<file path="config.mk">
export PLATFORM = sky130hd
export DESIGN_NAME = telnet_option_refusal_filter
export DESIGN_NICKNAME = d
export VERILOG_FILES = /design/src/hdl/tnf_pkg.sv /design/src/hdl/tnf_parser.sv /design/src/hdl/tnf_burst.sv /design/src/hdl/telnet_option_refusal_filter.sv
export SDC_FILE = /design/constraint.sdc
export NUM_CORES = 1
export LEC_CHECK = 0
export ABC_AREA = 1
export BUFFER_PORTS_ARGS = -buffer_cell sky130_fd_sc_hd__buf_4
export CORE_MARGIN = 2
export CORE_UTILIZATION = 33
export DETAILED_ROUTE_END_ITERATION = 16
export GPL_ROUTABILITY_DRIVEN = 0
export PLACE_DENSITY_LB_ADDON = 0.08
export SLEW_MARGIN = 10
export SYNTH_ARGS = -nofsm -noshare
export SYNTH_HDL_FRONTEND = slang
export SYNTH_HIERARCHICAL = 1
export SYNTH_SLANG_ARGS = --single-unit
</file>
<file path="constraint.sdc">
create_clock -name clk -period 2 [get_ports clk]
set_clock_uncertainty 0.1 [all_clocks]
set_input_delay 0.3 -clock clk [delete_from_list [all_inputs] [get_ports clk]]
set_output_delay 0.3 -clock clk [all_outputs]
set_load 0.01 [all_outputs]
</file>
<file path="src/hdl/tnf_pkg.sv">
package tnf_pkg;

  localparam int ByteW = 8;

  typedef logic [ByteW-1:0] byte_t;

  // telnet command codes
  localparam byte_t TN_IAC  = 8'd255;
  localparam byte_t TN_DONT = 8'd254;
  localparam byte_t TN_DO   = 8'd253;
  localparam byte_t TN_WONT = 8'd252;
  localparam byte_t TN_WILL = 8'd251;

  localparam byte_t CH_LF = 8'd10;
  localparam byte_t CH_CR = 8'd13;

  // where a result goes
  localparam logic DEST_APP  = 1'b0;
  localparam logic DEST_PEER = 1'b1;

  typedef enum logic [6:0] {
    ST_NORMAL = 7'b0000001,
    ST_IAC    = 7'b0000010,
    ST_WILL   = 7'b0000100,
    ST_WONT   = 7'b0001000,
    ST_DO     = 7'b0010000,
    ST_DONT   = 7'b0100000,
    ST_CR     = 7'b1000000
  } tnf_state_t;

  // up to three result bytes caused by one received byte, all to one destination
  typedef struct packed {
    logic [1:0] count;
    logic       dest;
    byte_t      b0;
    byte_t      b1;
    byte_t      b2;
  } burst_t;

endpackage

</file>
<file path="src/hdl/tnf_parser.sv">
module tnf_parser (
  input  logic            clk,
  input  logic            rst,
  input  logic            accept,
  input  tnf_pkg::byte_t  rx_byte,
  output tnf_pkg::burst_t burst
);
  import tnf_pkg::*;

  tnf_state_t state;
  tnf_state_t state_next;

  always_comb begin
    burst      = '0;
    state_next = state;
    unique case (state) inside
      ST_IAC: begin
        state_next = ST_NORMAL;
        case (rx_byte)
          TN_WILL: state_next = ST_WILL;
          TN_WONT: state_next = ST_WONT;
          TN_DO:   state_next = ST_DO;
          TN_DONT: state_next = ST_DONT;
          TN_IAC: begin
            // escaped 255 is data
            burst.count = 2'd1;
            burst.dest  = DEST_APP;
            burst.b0    = TN_IAC;
          end
          default: ;
        endcase
      end
      ST_WILL: begin
        burst.count = 2'd3;
        burst.dest  = DEST_PEER;
        burst.b0    = TN_IAC;
        burst.b1    = TN_DONT;
        burst.b2    = rx_byte;
        state_next  = ST_NORMAL;
      end
      ST_DO: begin
        burst.count = 2'd3;
        burst.dest  = DEST_PEER;
        burst.b0    = TN_IAC;
        burst.b1    = TN_WONT;
        burst.b2    = rx_byte;
        state_next  = ST_NORMAL;
      end
      ST_WONT, ST_DONT: begin
        state_next = ST_NORMAL;
      end
      ST_CR: begin
        // byte after cr goes through unparsed, a following lf is swallowed
        burst.dest  = DEST_APP;
        burst.b0    = CH_LF;
        burst.b1    = rx_byte;
        burst.count = (rx_byte == CH_LF) ? 2'd1 : 2'd2;
        state_next  = ST_NORMAL;
      end
      default: begin
        if (rx_byte == TN_IAC) begin
          state_next = ST_IAC;
        end else if (rx_byte == CH_CR) begin
          state_next = ST_CR;
        end else begin
          burst.count = 2'd1;
          burst.dest  = DEST_APP;
          burst.b0    = rx_byte;
          state_next  = ST_NORMAL;
        end
      end
    endcase
  end

  always_ff @(posedge clk) begin
    if (rst) begin
      state <= ST_NORMAL;
    end else if (accept) begin
      state <= state_next;
    end
  end

  a_reply_full: assert property (@(posedge clk) disable iff (rst)
    (burst.dest == DEST_PEER) |-> (burst.count == 2'd3))
    else $error("peer reply not three bytes");

  a_option_done: assert property (@(posedge clk) disable iff (rst)
    (accept && (state == ST_WILL || state == ST_DO || state == ST_WONT ||
                state == ST_DONT)) |=> (state == ST_NORMAL))
    else $error("parser stuck after option byte");

endmodule

</file>
<file path="src/hdl/tnf_burst.sv">
module tnf_burst (
  input  logic            clk,
  input  logic            rst,
  input  logic            in_valid,
  output logic            in_ready,
  input  tnf_pkg::burst_t burst,
  output logic            m_tvalid,
  input  logic            m_tready,
  output tnf_pkg::byte_t  m_tdata,
  output logic            m_tuser,
  output logic            m_tlast
);
  import tnf_pkg::*;

  logic [1:0] cnt;
  logic       dest;
  byte_t      b0;
  byte_t      b1;
  byte_t      b2;
  logic       take;
  logic       load;

  assign take     = m_tvalid && m_tready;
  // free when empty or the final beat leaves this cycle
  assign in_ready = (cnt == 2'd0) || ((cnt == 2'd1) && m_tready);
  assign load     = in_valid && in_ready;

  assign m_tvalid = (cnt != 2'd0);
  assign m_tdata  = b0;
  assign m_tuser  = dest;
  assign m_tlast  = (cnt == 2'd1);

  always_ff @(posedge clk) begin
    if (rst) begin
      cnt <= 2'd0;
    end else if (load) begin
      cnt <= burst.count;
    end else if (take) begin
      cnt <= cnt - 2'd1;
    end
  end

  always_ff @(posedge clk) begin
    if (load) begin
      dest <= burst.dest;
      b0   <= burst.b0;
      b1   <= burst.b1;
      b2   <= burst.b2;
    end else if (take) begin
      b0 <= b1;
      b1 <= b2;
    end
  end

  a_busy_blocks: assert property (@(posedge clk) disable iff (rst)
    (cnt > 2'd1) |-> !in_ready)
    else $error("input taken while burst pending");

  a_count_down: assert property (@(posedge clk) disable iff (rst)
    (take && cnt == 2'd2) |=> (cnt == 2'd1))
    else $error("burst count slipped");

  a_shift: assert property (@(posedge clk) disable iff (rst)
    (take && cnt > 2'd1) |=> (m_tdata == $past(b1) && m_tuser == $past(dest)))
    else $error("burst beat order broken");

endmodule

</file>
<file path="src/hdl/telnet_option_refusal_filter.sv">
// a result beat appears on the master side in the cycle after its byte is taken
// throughput: one byte per cycle while no byte gives over one beat and m_tready is high
// an option reply holds the output register for three beats, a cr not followed by lf for two,
// and the slave side waits until the final beat of that burst is taken
// reset: synchronous, clears the parser to normal data and drops any pending beats
module telnet_option_refusal_filter (
  input  logic                clk,
  input  logic                rst,
  input  logic                s_tvalid,
  output logic                s_tready,
  input  logic [7:0]          s_tdata,   // [7:0] rx_byte
  output logic                m_tvalid,
  input  logic                m_tready,
  output logic [7:0]          m_tdata,   // [7:0] out_byte
  output logic                m_tuser,   // [0] destination
  output logic                m_tlast
);
  import tnf_pkg::*;

  burst_t burst;
  logic   accept;

  assign accept = s_tvalid && s_tready;

  tnf_parser u_parser (
    .clk     (clk),
    .rst     (rst),
    .accept  (accept),
    .rx_byte (s_tdata),
    .burst   (burst)
  );

  tnf_burst u_burst (
    .clk      (clk),
    .rst      (rst),
    .in_valid (s_tvalid),
    .in_ready (s_tready),
    .burst    (burst),
    .m_tvalid (m_tvalid),
    .m_tready (m_tready),
    .m_tdata  (m_tdata),
    .m_tuser  (m_tuser),
    .m_tlast  (m_tlast)
  );

endmodule
</file>
==> summary.txt, run 1 <==
Pwr
  • Leak pwr: 0.00112 uW
  • Flop pwr share: 0.411
  • Logic pwr share: 0.377
  • Sw frac: 0.354
  • Power, Total: 2960 uW
  • Int Power: 1910 uW
  • Maximum vdd drop: 758 uV
  • Power Density: 1230 nW/um^2
  • NetSw: 1050 uW
  • Clock share of power: 0.212

Setup path
  • Arrival @ worst endpoint: 1700 ps
  • CP most frequent cell: nand2_1
  • CP Max Fanout: 8
  • Critical path's slowest cell: dfxtp_1
  • Setup crit start kind: flip-flop
  • Slowest cell delay on critical path: 430 ps
  • Worst Path Required: 1950 ps
  • WS Path Type: reg2reg
  • Setup crit end kind: flip-flop
  • Critical path cell sequence: inv_1, nand2_1, nor2_1, nand2_1, nand2_4, a21oi_4, and2_1, o21ai_1, nand2_1, nand2_1

Synth
  • Post-synth EDFFs: 25
  • Most common cell in the netlist: nand2_1
  • Yosys warns: 6
  • Syn nets: 270
  • Seq/Total Area, Yosys: 0.457
  • Mapped Cells: around 260
  • Mean Syn Cell Area: 7.96 um^2
  • Post-synth top area share: 0.369
  • FFs w/ async S/R, synth: 0
  • Cell type with the highest aggregate area in the netlist: edfxtp_1
  • #FFs+latches synth: 34
  • Ys flop type: edfxtp_1
  • Top cells by area, synth: edfxtp_1 (37%), nand2_1 (18%), dfxtp_1 (8.8%)
  • Mapped Area: 2040 um^2
  • Synth unique cells: 30
  • Post-synth top cells: nand2_1 (99), nor2_1 (26), edfxtp_1 (25), inv_1 (25)

CTS
  • Clk_lat worst skew: between 200 and 300 ps
  • CTS Sinks: 34
  • CTS root buf: clkbuf_8
  • CTS Hold Buffers Added: 0
  • Clock transition at path regs: approximately 70 ps
  • CTS tree: yes
  • H-tree depth: 2
  • Clock buffer depth: 2
  • Post-CTS Setup Bufs: 0
  • CTS buffer count: 5
  • PostCTS Resize Cnt: 0

STA
  • Crit path time final: 1760 ps
  • Sum of negative setup slack: 0 ps
  • Endpoints failing setup: 0
  • Hold Fails Final Rpt: 0
  • Final worst-path cycle share: 0.879
  • RSZ-0062 raised after global routing: false
  • Slew margin rel.: 0.797
  • Worst Tran Pin Value: 304 ps
  • Max Slew Vio Count: 0
  • Fmax: 569 MHz

Global route
  • Largest net degree at the start of global routing: 26
  • Gr usage total: 0.152
  • Initial antenna violation count: 0
  • Total congestion overflow: 0
  • Global-route wire length before repair: 7740 um
  • Vias in the first global route: 1,594

Detailed routing
  • Total iterations of the first detailed-routing run: 4
  • Total number of vias: about 1,700
  • DRT antenna net count: 0
  • Via-to-Cell Ratio: around 4.6
  • DRC Markers: 0
  • Initial DRC count: 91
  • Routed wire length: between 4000 and 5000 um
  • WL/cell: between 10 and 15 um

Floorplan
  • FP Rows: 28
  • Die X: 82.6 um
  • Die Area: 6820 um^2
  • Initial Util: 0.342
  • Die Y: 82.6 um
  • I/O pin count: 24
  • Core Region: between 5000 and 6000 um^2

Cells and area
  • Nets: 301
  • Final Non-Filler Cells: around 360
  • Antenna diodes: 0
  • Share of post-route cells with drive strength above 1: 0.215
  • Area grow syn2layout: 18.3%

Placed design
  • Detailed Place HPWL: 3300 um
  • Placed cell count: 355
  • IO Port Bufs: 23

Run status
  • Status: finished clean

Job
  • Max-cap viol count: 0

Min path
  • Hold Crit Class: in2reg
[worst max-delay path, delay by kind of cell (launching register included)]
family | cells | cell delay, ps
flip-flops | 1 | 430
buffers and inverters | 1 | 60
AND/OR/NAND/NOR | 7 | 630
AO/OA/AOI/OAI | 2 | 300
[layer usage]
layer / vias up / wire length [um] / part of all wire / global-route usage
met2: 25 / 2040 / 0.46 / 0.228
met5: - / 0 / 0 / 0
met4: 0 / 33 / 0.0074 / 0.0541
met3: 2 / 137 / 0.031 / 0.0326
li1: 871 / - / - / -
met1: 779 / 2260 / 0.51 / 0.215
[sequential cells by signal, summed over array words and instances, names as in the netlist]
signal           count
u_burst/m_tuser      1
u_burst/cnt          2
u_burst/b1           8
u_parser/state       7
u_burst/m_tdata      8
u_burst/b2           8
[power groups by stage]
stage          sequential [uW]  combinational, uW  clock, uW
2_1_floorplan             1260                720          0
3_3_place_gp              1230               1140          0
3_5_place_dp              1230               1140          0
4_1_cts                   1220               1140        644
5_1_grt                   1250               1280        669
6_report                  1210               1110        626
[final timing paths]
path	from	to	slack [ps]	cells after the start
setup / recovery	u_parser/state[6]	u_burst/m_tdata[3]	240	10
hold reg to reg	u_burst/b2[2]	u_burst/b1[2]	420	2
hold / removal	rst	u_parser/state[3]	130	2
setup reg to reg	u_parser/state[6]	u_burst/m_tdata[3]	240	10
[metrics by stage]
stage / hold slack [ps] / cell area, um^2 / utilization / setup slack (ps)
3_5_place_dp: 405 / 2300 / 0.387 / 249
2_1_floorplan: 269 / 2040 / - / 348
4_1_cts: 127 / 2410 / 0.405 / 247
5_1_grt: 136 / 2410 / 0.405 / 57.6
6_report: 130 / 2410 / 0.405 / 242
3_3_place_gp: 403 / 2300 / 0.387 / 243
[cells by family after synthesis]
family                   after synthesis  share of synthesized area
adder cells (fa/ha/maj)                2                     0.0123
AO/OA/AOI/OAI                         24                     0.0657
AND/OR/NAND/NOR                      161                      0.388
flip-flops                            34                      0.457
buffers and inverters                 35                     0.0768
[cell usage in the layout (no fill, tap or decap), types with 2 or more instances in the layout]
cell,n
a21oi_1,8
buf_4,28
clkbuf_1,2
clkbuf_8,5
dfxtp_1,9
edfxtp_1,25
ha_1,2
inv_1,25
inv_2,5
nand2_1,99
nand2_2,4
nand2_4,4
nand3_1,6
nand3_4,2
nand3b_1,2
nand4_1,4
nor2_1,26
nor2_2,3
nor2_4,4
nor2_8,2
nor3_1,2
o21ai_0,9
o21ai_1,5
[layout make-up]
| class | instances | area [um^2] |
|---|---|---|
| multi-input cells | 187 | 950 |
| repair buffers | 28 | 210 |
| well taps | 75 | 93.8 |
| clock buffers | 7 | 76.3 |
| inverters | 31 | 119 |
| flip-flops and latches | 34 | 931 |
| fillers | 634 | 3550 |
| clock inverters | 1 | 30.0 |
No activity file was read; power rests on OpenSTA's default activity.
==> run 2: changes to the inputs <==
- CORE_UTILIZATION: 33 -> 40
==> run 2 against run 1 <==
Compared with the run above:
- combinational power about the same
- sequential share of layout area up 0.38 points
- clock-buffer cell count down 2
- clock power down 21%
- first-iteration DRC count down 23%
- routed wire length down 5.1%
- flip-flop and latch count unchanged
- via count down 0.18%
- non-clock buffer count up 1
- critical path depth unchanged
==> summary.txt, run 2 (synthesis gave the netlist of run 1 again) <==
Run status
  • Status: finished clean

STA
  • Hold Fails Final Rpt: 0 (unchanged)
  • Final worst-path cycle share: 0.870 (-0.00833)
  • Sum of negative setup slack: 0 ps (unchanged)
  • Slew margin rel.: 0.772 (-0.0250)
  • Fmax: 574 MHz (+0.96%)
  • Crit path time final: 1740 ps (-16.7 ps)
  • Endpoints failing setup: 0 (unchanged)
  • Worst Tran Pin Value: 340 ps (+35.2 ps)
  • Max Slew Vio Count: 0 (unchanged)
  • Min Hold Slack: 124 ps (-6.22 ps)
  • RSZ-0062 raised after global routing: false

Cells and area
  • Utilization after layout: 0.495 (+0.0907)
  • Nets: 302 (+0.33%)
  • Antenna diodes: 0 (unchanged)
  • Commonest non-fill, non-tap cell in the layout: nand2_1
  • Commonest non-fill, non-tap cells in the layout: nand2_1 (99), buf_4 (29), nor2_1 (26), inv_1 (25), edfxtp_1 (25)
  • Cell area after layout: 2390 um^2 (-0.99%)
  • Area grow syn2layout: 17.1%
  • Share of post-route cells with drive strength above 1: 0.221 (+0.00618)
  • Fill cell count: 506 (-20%)

Setup path
  • Arrival @ worst endpoint: 1690 ps (about the same)
  • CP Max Fanout: 8 (unchanged)
  • WS Path Type: reg2reg
  • Setup crit end kind: flip-flop
  • Setup crit start kind: flip-flop
  • Worst Path Required: 1950 ps (about the same)

Detailed routing
  • Met3 routed WL: 195 um (+42%)
  • Via-to-Cell Ratio: 4.70 (+1.8%)
  • Met1 WL: 2100 um (-7.0%)
  • DRT antenna net count: 0 (unchanged)
  • Routed wire length: 4250 um (-5.1%)
  • DR WL met2: 1890 um (-7.4%)
  • Total iterations of the first detailed-routing run: 4 (unchanged)
  • WL/cell: 11.9 um (-3.2%)
  • Max Used Layer: met4
  • Total number of vias: 1,674 (-0.18%)
  • Initial DRC count: 70 (-23%)
  • DRC Markers: 0 (unchanged)

CTS
  • Clk_lat worst skew: 290 ps (about the same)
  • CTS root buf: clkbuf_8
  • CTS Sinks: 34 (unchanged)
  • CTS buffer count: 5 (unchanged)
  • Clock buffer depth: 2 (unchanged)
  • CTS tree: yes
  • CTS Hold Buffers Added: 0 (unchanged)
  • PostCTS Resize Cnt: 0 (unchanged)
  • H-tree depth: 2 (unchanged)
  • Post-CTS Setup Bufs: 0 (unchanged)
  • Clock transition at path regs: 70 ps (about the same)

Pwr
  • Maximum vdd drop: 483 uV (-36%)
  • Power Density: 1180 nW/um^2 (-3.8%)
  • Leak pwr: 0.00111 uW (-0.54%)

Global route
  • Initial antenna violation count: 0 (unchanged)
  • Gr usage total: 0.169 (+0.0169)
  • Total congestion overflow: 0 (unchanged)
  • Global-route wire length before repair: 7020 um (-9.4%)
  • Vias in the first global route: 1,513 (-5.1%)
  • Largest net degree at the start of global routing: 26 (unchanged)

Floorplan
  • Die X: 75.4 um (-8.7%)
  • I/O pin count: 24 (unchanged)
  • Die Y: 75.4 um (-8.7%)
  • FP Rows: 25 (-11%)
  • Die Area: 5680 um^2 (-17%)
  • Initial Util: 0.423 (+0.0808)
  • Core Region: 4820 um^2 (-19%)

Placed design
  • Detailed Place HPWL: 3110 um (-5.6%)
  • Post-DP Area: 2300 um^2 (-0.11%)
  • IO Port Bufs: 23 (unchanged)

Min path
  • Hold Crit Class: in2reg

Job
  • Max-cap viol count: 0 (unchanged)
[run 2: cell count changes in the layout (fill, tap and decap cells not counted)]
cell        previous run  this run
bufinv_16              1         0
clkinv_2               0         1
clkbuf_1               2         0
clkinvlp_4             0         1
buf_4                 28        29
clkinv_1               0         1
[run 2: power by group]
group / internal (uW) / total (uW) / switching, uW
combinational: 417 / 1100 / 687
clock: 238 / 493 / 255
sequential: 1120 / 1220 / 97.0
[run 2: layer usage]
| layer | global-route usage | vias to the layer above |
|---|---|---|
| met5 | 0 | - |
| met4 | 0.0643 | 0 |
| met3 | 0.0463 | 5 |
| met2 | 0.257 | 37 |
| met1 | 0.231 | 758 |
| li1 | - | 874 |
[run 2: per-stage QoR]
| stage | total power [uW] | setup WS (ps) | std cells |
|---|---|---|---|
| 2_1_floorplan | 1980 | 348 | 256 |
| 3_3_place_gp | 2350 | 224 | 348 |
| 3_5_place_dp | 2350 | 259 | 348 |
| 4_1_cts | 2850 | 260 | 356 |
| 5_1_grt | 3050 | 73.5 | 356 |
| 6_report | 2820 | 259 | 356 |
[run 2: cell type report]
| cell class | count | area [um^2] | area share |
|---|---|---|---|
| Clock inverter | 3 | 16.3 | 0.00682 |
| Timing Repair Buffer | 29 | 218 | 0.0912 |
| Tap cell | 67 | 83.8 | 0.0351 |
| Multi-Input combinational cell | 187 | 950 | 0.398 |
| Sequential cell | 34 | 931 | 0.390 |
| Inverter | 31 | 119 | 0.0498 |
| Clock buffer | 5 | 68.8 | 0.0288 |
[run 2: critical path, stage by stage, from the launching register on]
cell     delay (ps)
dfxtp_1         420
nor2_2           70
nand2_2         120
inv_2            60
nand2_2          80
nand2_4          70
a21oi_4         240
and2_1          190
o21ai_1          60
nand2_1          60
nand2_1          40
[run 2: worst paths after layout]
kind              cells after the start  slack (ps)              start            endpoint
hold / removal                        2         120                rst   u_parser/state[2]
setup reg to reg                     10         260  u_parser/state[2]  u_burst/m_tdata[3]
setup / recovery                     10         260  u_parser/state[2]  u_burst/m_tdata[3]
hold reg to reg                       2         420      u_burst/b2[7]       u_burst/b1[7]
==> run 3: changes to the inputs <==
- MAX_ROUTING_LAYER: unset -> met4
- SLEW_MARGIN: 10 -> 5
==> run 3 against run 2 <==
Compared with the run above:
- sequential share of layout area did not move
- non-clock buffer count unchanged
- total power about the same
- first-iteration DRC count fell by 7.1%
- critical endpoint unchanged
- cell count unchanged
==> summary.txt, run 3 (synthesis gave the netlist of run 1 again) <==
Run status
  • Status: finished clean

Global route
  • Total congestion overflow: 0 (unchanged)
  • Largest net degree at the start of global routing: 26 (unchanged)
  • Global-route wire length before repair: 7020 um (unchanged)
  • Initial antenna violation count: 0 (unchanged)
  • Gr usage total: 0.174 (+0.00521)
  • Vias in the first global route: 1,507 (-0.40%)

Cells and area
  • Nets: 302 (unchanged)
  • Commonest non-fill, non-tap cells in the layout: nand2_1 (99), buf_4 (29), nor2_1 (26), inv_1 (25), edfxtp_1 (25)
  • Share of post-route cells with drive strength above 1: 0.221 (unchanged)
  • Utilization after layout: 0.495 (unchanged)
  • Antenna diodes: 0 (unchanged)
  • Final Non-Filler Cells: 356 (unchanged)
  • Area grow syn2layout: 17.1% (unchanged)
  • Fill cell count: 506 (unchanged)
  • Commonest non-fill, non-tap cell in the layout: nand2_1

CTS
  • Clock buffer depth: 2 (unchanged)
  • CTS buffer count: 5 (unchanged)
  • CTS tree: yes
  • H-tree depth: 2 (unchanged)
  • PostCTS Resize Cnt: 0 (unchanged)
  • Clock transition at path regs: 70 ps (about the same)
  • CTS Hold Buffers Added: 0 (unchanged)
  • CTS Sinks: 34 (unchanged)
  • CTS root buf: clkbuf_8
  • Post-CTS Setup Bufs: 0 (unchanged)
  • Clk_lat worst skew: 290 ps (about the same)

Min path
  • Hold Crit Class: in2reg
  • Hold path depth: 2 (unchanged)
  • Hold worst-path end: u_parser/state[2]
  • Min-delay src: rst

STA
  • Slew margin rel.: 0.782 (+0.0102)
  • Fmax: 576 MHz (+0.30%)
  • Worst Tran Pin Value: 325 ps (-15.1 ps)
  • Endpoints failing setup: 0 (unchanged)
  • Sum of negative setup slack: 0 ps (unchanged)
  • Final worst-path setup slack: 264 ps (+5.14 ps)
  • Final worst-path cycle share: 0.868 (-0.00257)
  • Hold Fails Final Rpt: 0 (unchanged)
  • RSZ-0062 raised after global routing: false
  • Crit path time final: 1740 ps (-5.13 ps)
  • Max Slew Vio Count: 0 (unchanged)

Setup path
  • Arrival @ worst endpoint: 1690 ps (about the same)
  • Setup crit start kind: flip-flop
  • Critical R2R Capture: u_burst/m_tdata[3]
  • CP Max Fanout: 8 (unchanged)
  • Reg-to-reg slack, setup: 260 ps (about the same)
  • WS Path Type: reg2reg
  • Worst Path Required: 1950 ps (about the same)
  • RR Startpoint: u_parser/state[6]
  • Depth of the most critical reg-to-reg path: 10 (unchanged)
  • Setup crit end kind: flip-flop

Detailed routing
  • Met3 routed WL: 263 um (+35%)
  • Routed wire length: 4240 um (-0.19%)
  • DR WL met2: 1910 um (+0.79%)
  • DRC Markers: 0 (unchanged)
  • Via-to-Cell Ratio: 4.69 (-0.24%)
  • WL/cell: 11.9 um (-0.19%)
  • Total number of vias: 1,670 (-0.24%)
  • DRT antenna net count: 0 (unchanged)
  • Met1 WL: 2000 um (-4.8%)
  • Initial DRC count: 65 (-7.1%)
  • Max Used Layer: met4
  • Total iterations of the first detailed-routing run: 4 (unchanged)

Placed design
  • Placed cell count: 348 (unchanged)
  • IO Port Bufs: 23 (unchanged)
  • Place WS: 259 ps (unchanged)
  • Detailed Place HPWL: 3110 um (unchanged)

Pwr
  • Sw frac: 0.369 (about the same)
  • Clock share of power: 0.175 (about the same)
  • NetSw: 1040 uW (about the same)
  • Power Density: 1180 nW/um^2 (about the same)
  • Leak pwr: 0.00111 uW (unchanged)
  • Int Power: 1780 uW (about the same)
  • Flop pwr share: 0.433 (about the same)
  • Logic pwr share: 0.392 (about the same)
  • Maximum vdd drop: 487 uV (+0.75%)

Floorplan
  • Initial Util: 0.423 (unchanged)
  • Die Y: 75.4 um (unchanged)
  • Die Area: 5680 um^2 (unchanged)
  • I/O pin count: 24 (unchanged)
  • FP Rows: 25 (unchanged)
  • Die X: 75.4 um (unchanged)
  • Core Region: 4820 um^2 (unchanged)

Job
  • Max-cap viol count: 0 (unchanged)
-- run 3: cell counts in the layout (fill, tap and decap cells not counted) --
Identical to the previous run, type by type.
-- run 3: final cells by class --
cell class | count | area [um^2] | area share
tap | 67 | 83.8 | 0.0351
clock inverter | 3 | 16.3 | 0.00682
inverter | 31 | 119 | 0.0498
clock buffer | 5 | 68.8 | 0.0288
timing repair buffer | 29 | 218 | 0.0912
sequential | 34 | 931 | 0.390
multi-input combinational | 187 | 950 | 0.398
-- run 3: power groups by stage --
stage | registers (uW) | logic (uW) | clock network (uW)
6_report | 1220 | 1100 | 493
5_1_grt | 1250 | 1260 | 544
4_1_cts | 1220 | 1120 | 510
3_5_place_dp | 1230 | 1120 | 0
3_3_place_gp | 1230 | 1120 | 0
2_1_floorplan | 1260 | 720 | 0
-- run 3: metal layers --
metal  GRT usage  vias up
li1            -      874
met1       0.231      742
met2       0.257       47
met3      0.0463        7
met4      0.0643        0
met5           -        -
-- run 3: critical path, cell delays in order, from the launching register on --
cell and delay [ps]:
dfxtp_1 430, nor2_2 100, nand2_2 100, inv_2 40
nand2_2 80, nand2_4 70, a21oi_4 240, and2_1 180
o21ai_1 60, nand2_1 60, nand2_1 40
-- run 3: how the worst max path moves through the flow --
stage	start	to	slack (ps)	depth (start not counted)
5_1_grt	u_parser/state[5]	u_burst/m_tdata[3]	70	10
3_3_place_gp	s_tdata[3]	u_burst/cnt[0]	220	12
4_1_cts	u_parser/state[6]	u_burst/m_tdata[3]	260	10
2_1_floorplan	u_burst/cnt[0]	u_burst/b1[0]	350	5
6_report	u_parser/state[6]	u_burst/m_tdata[3]	260	10
3_5_place_dp	s_tdata[3]	u_burst/m_tdata[3]	260	10
-- run 3: metrics by stage --
stage          hold WS, ps  cell area [um^2]  total power [uW]
2_1_floorplan          269              2040              1980
5_1_grt                125              2390              3050
6_report               126              2390              2820
3_5_place_dp           402              2300              2350
4_1_cts                114              2390              2850
3_3_place_gp           400              2300              2350
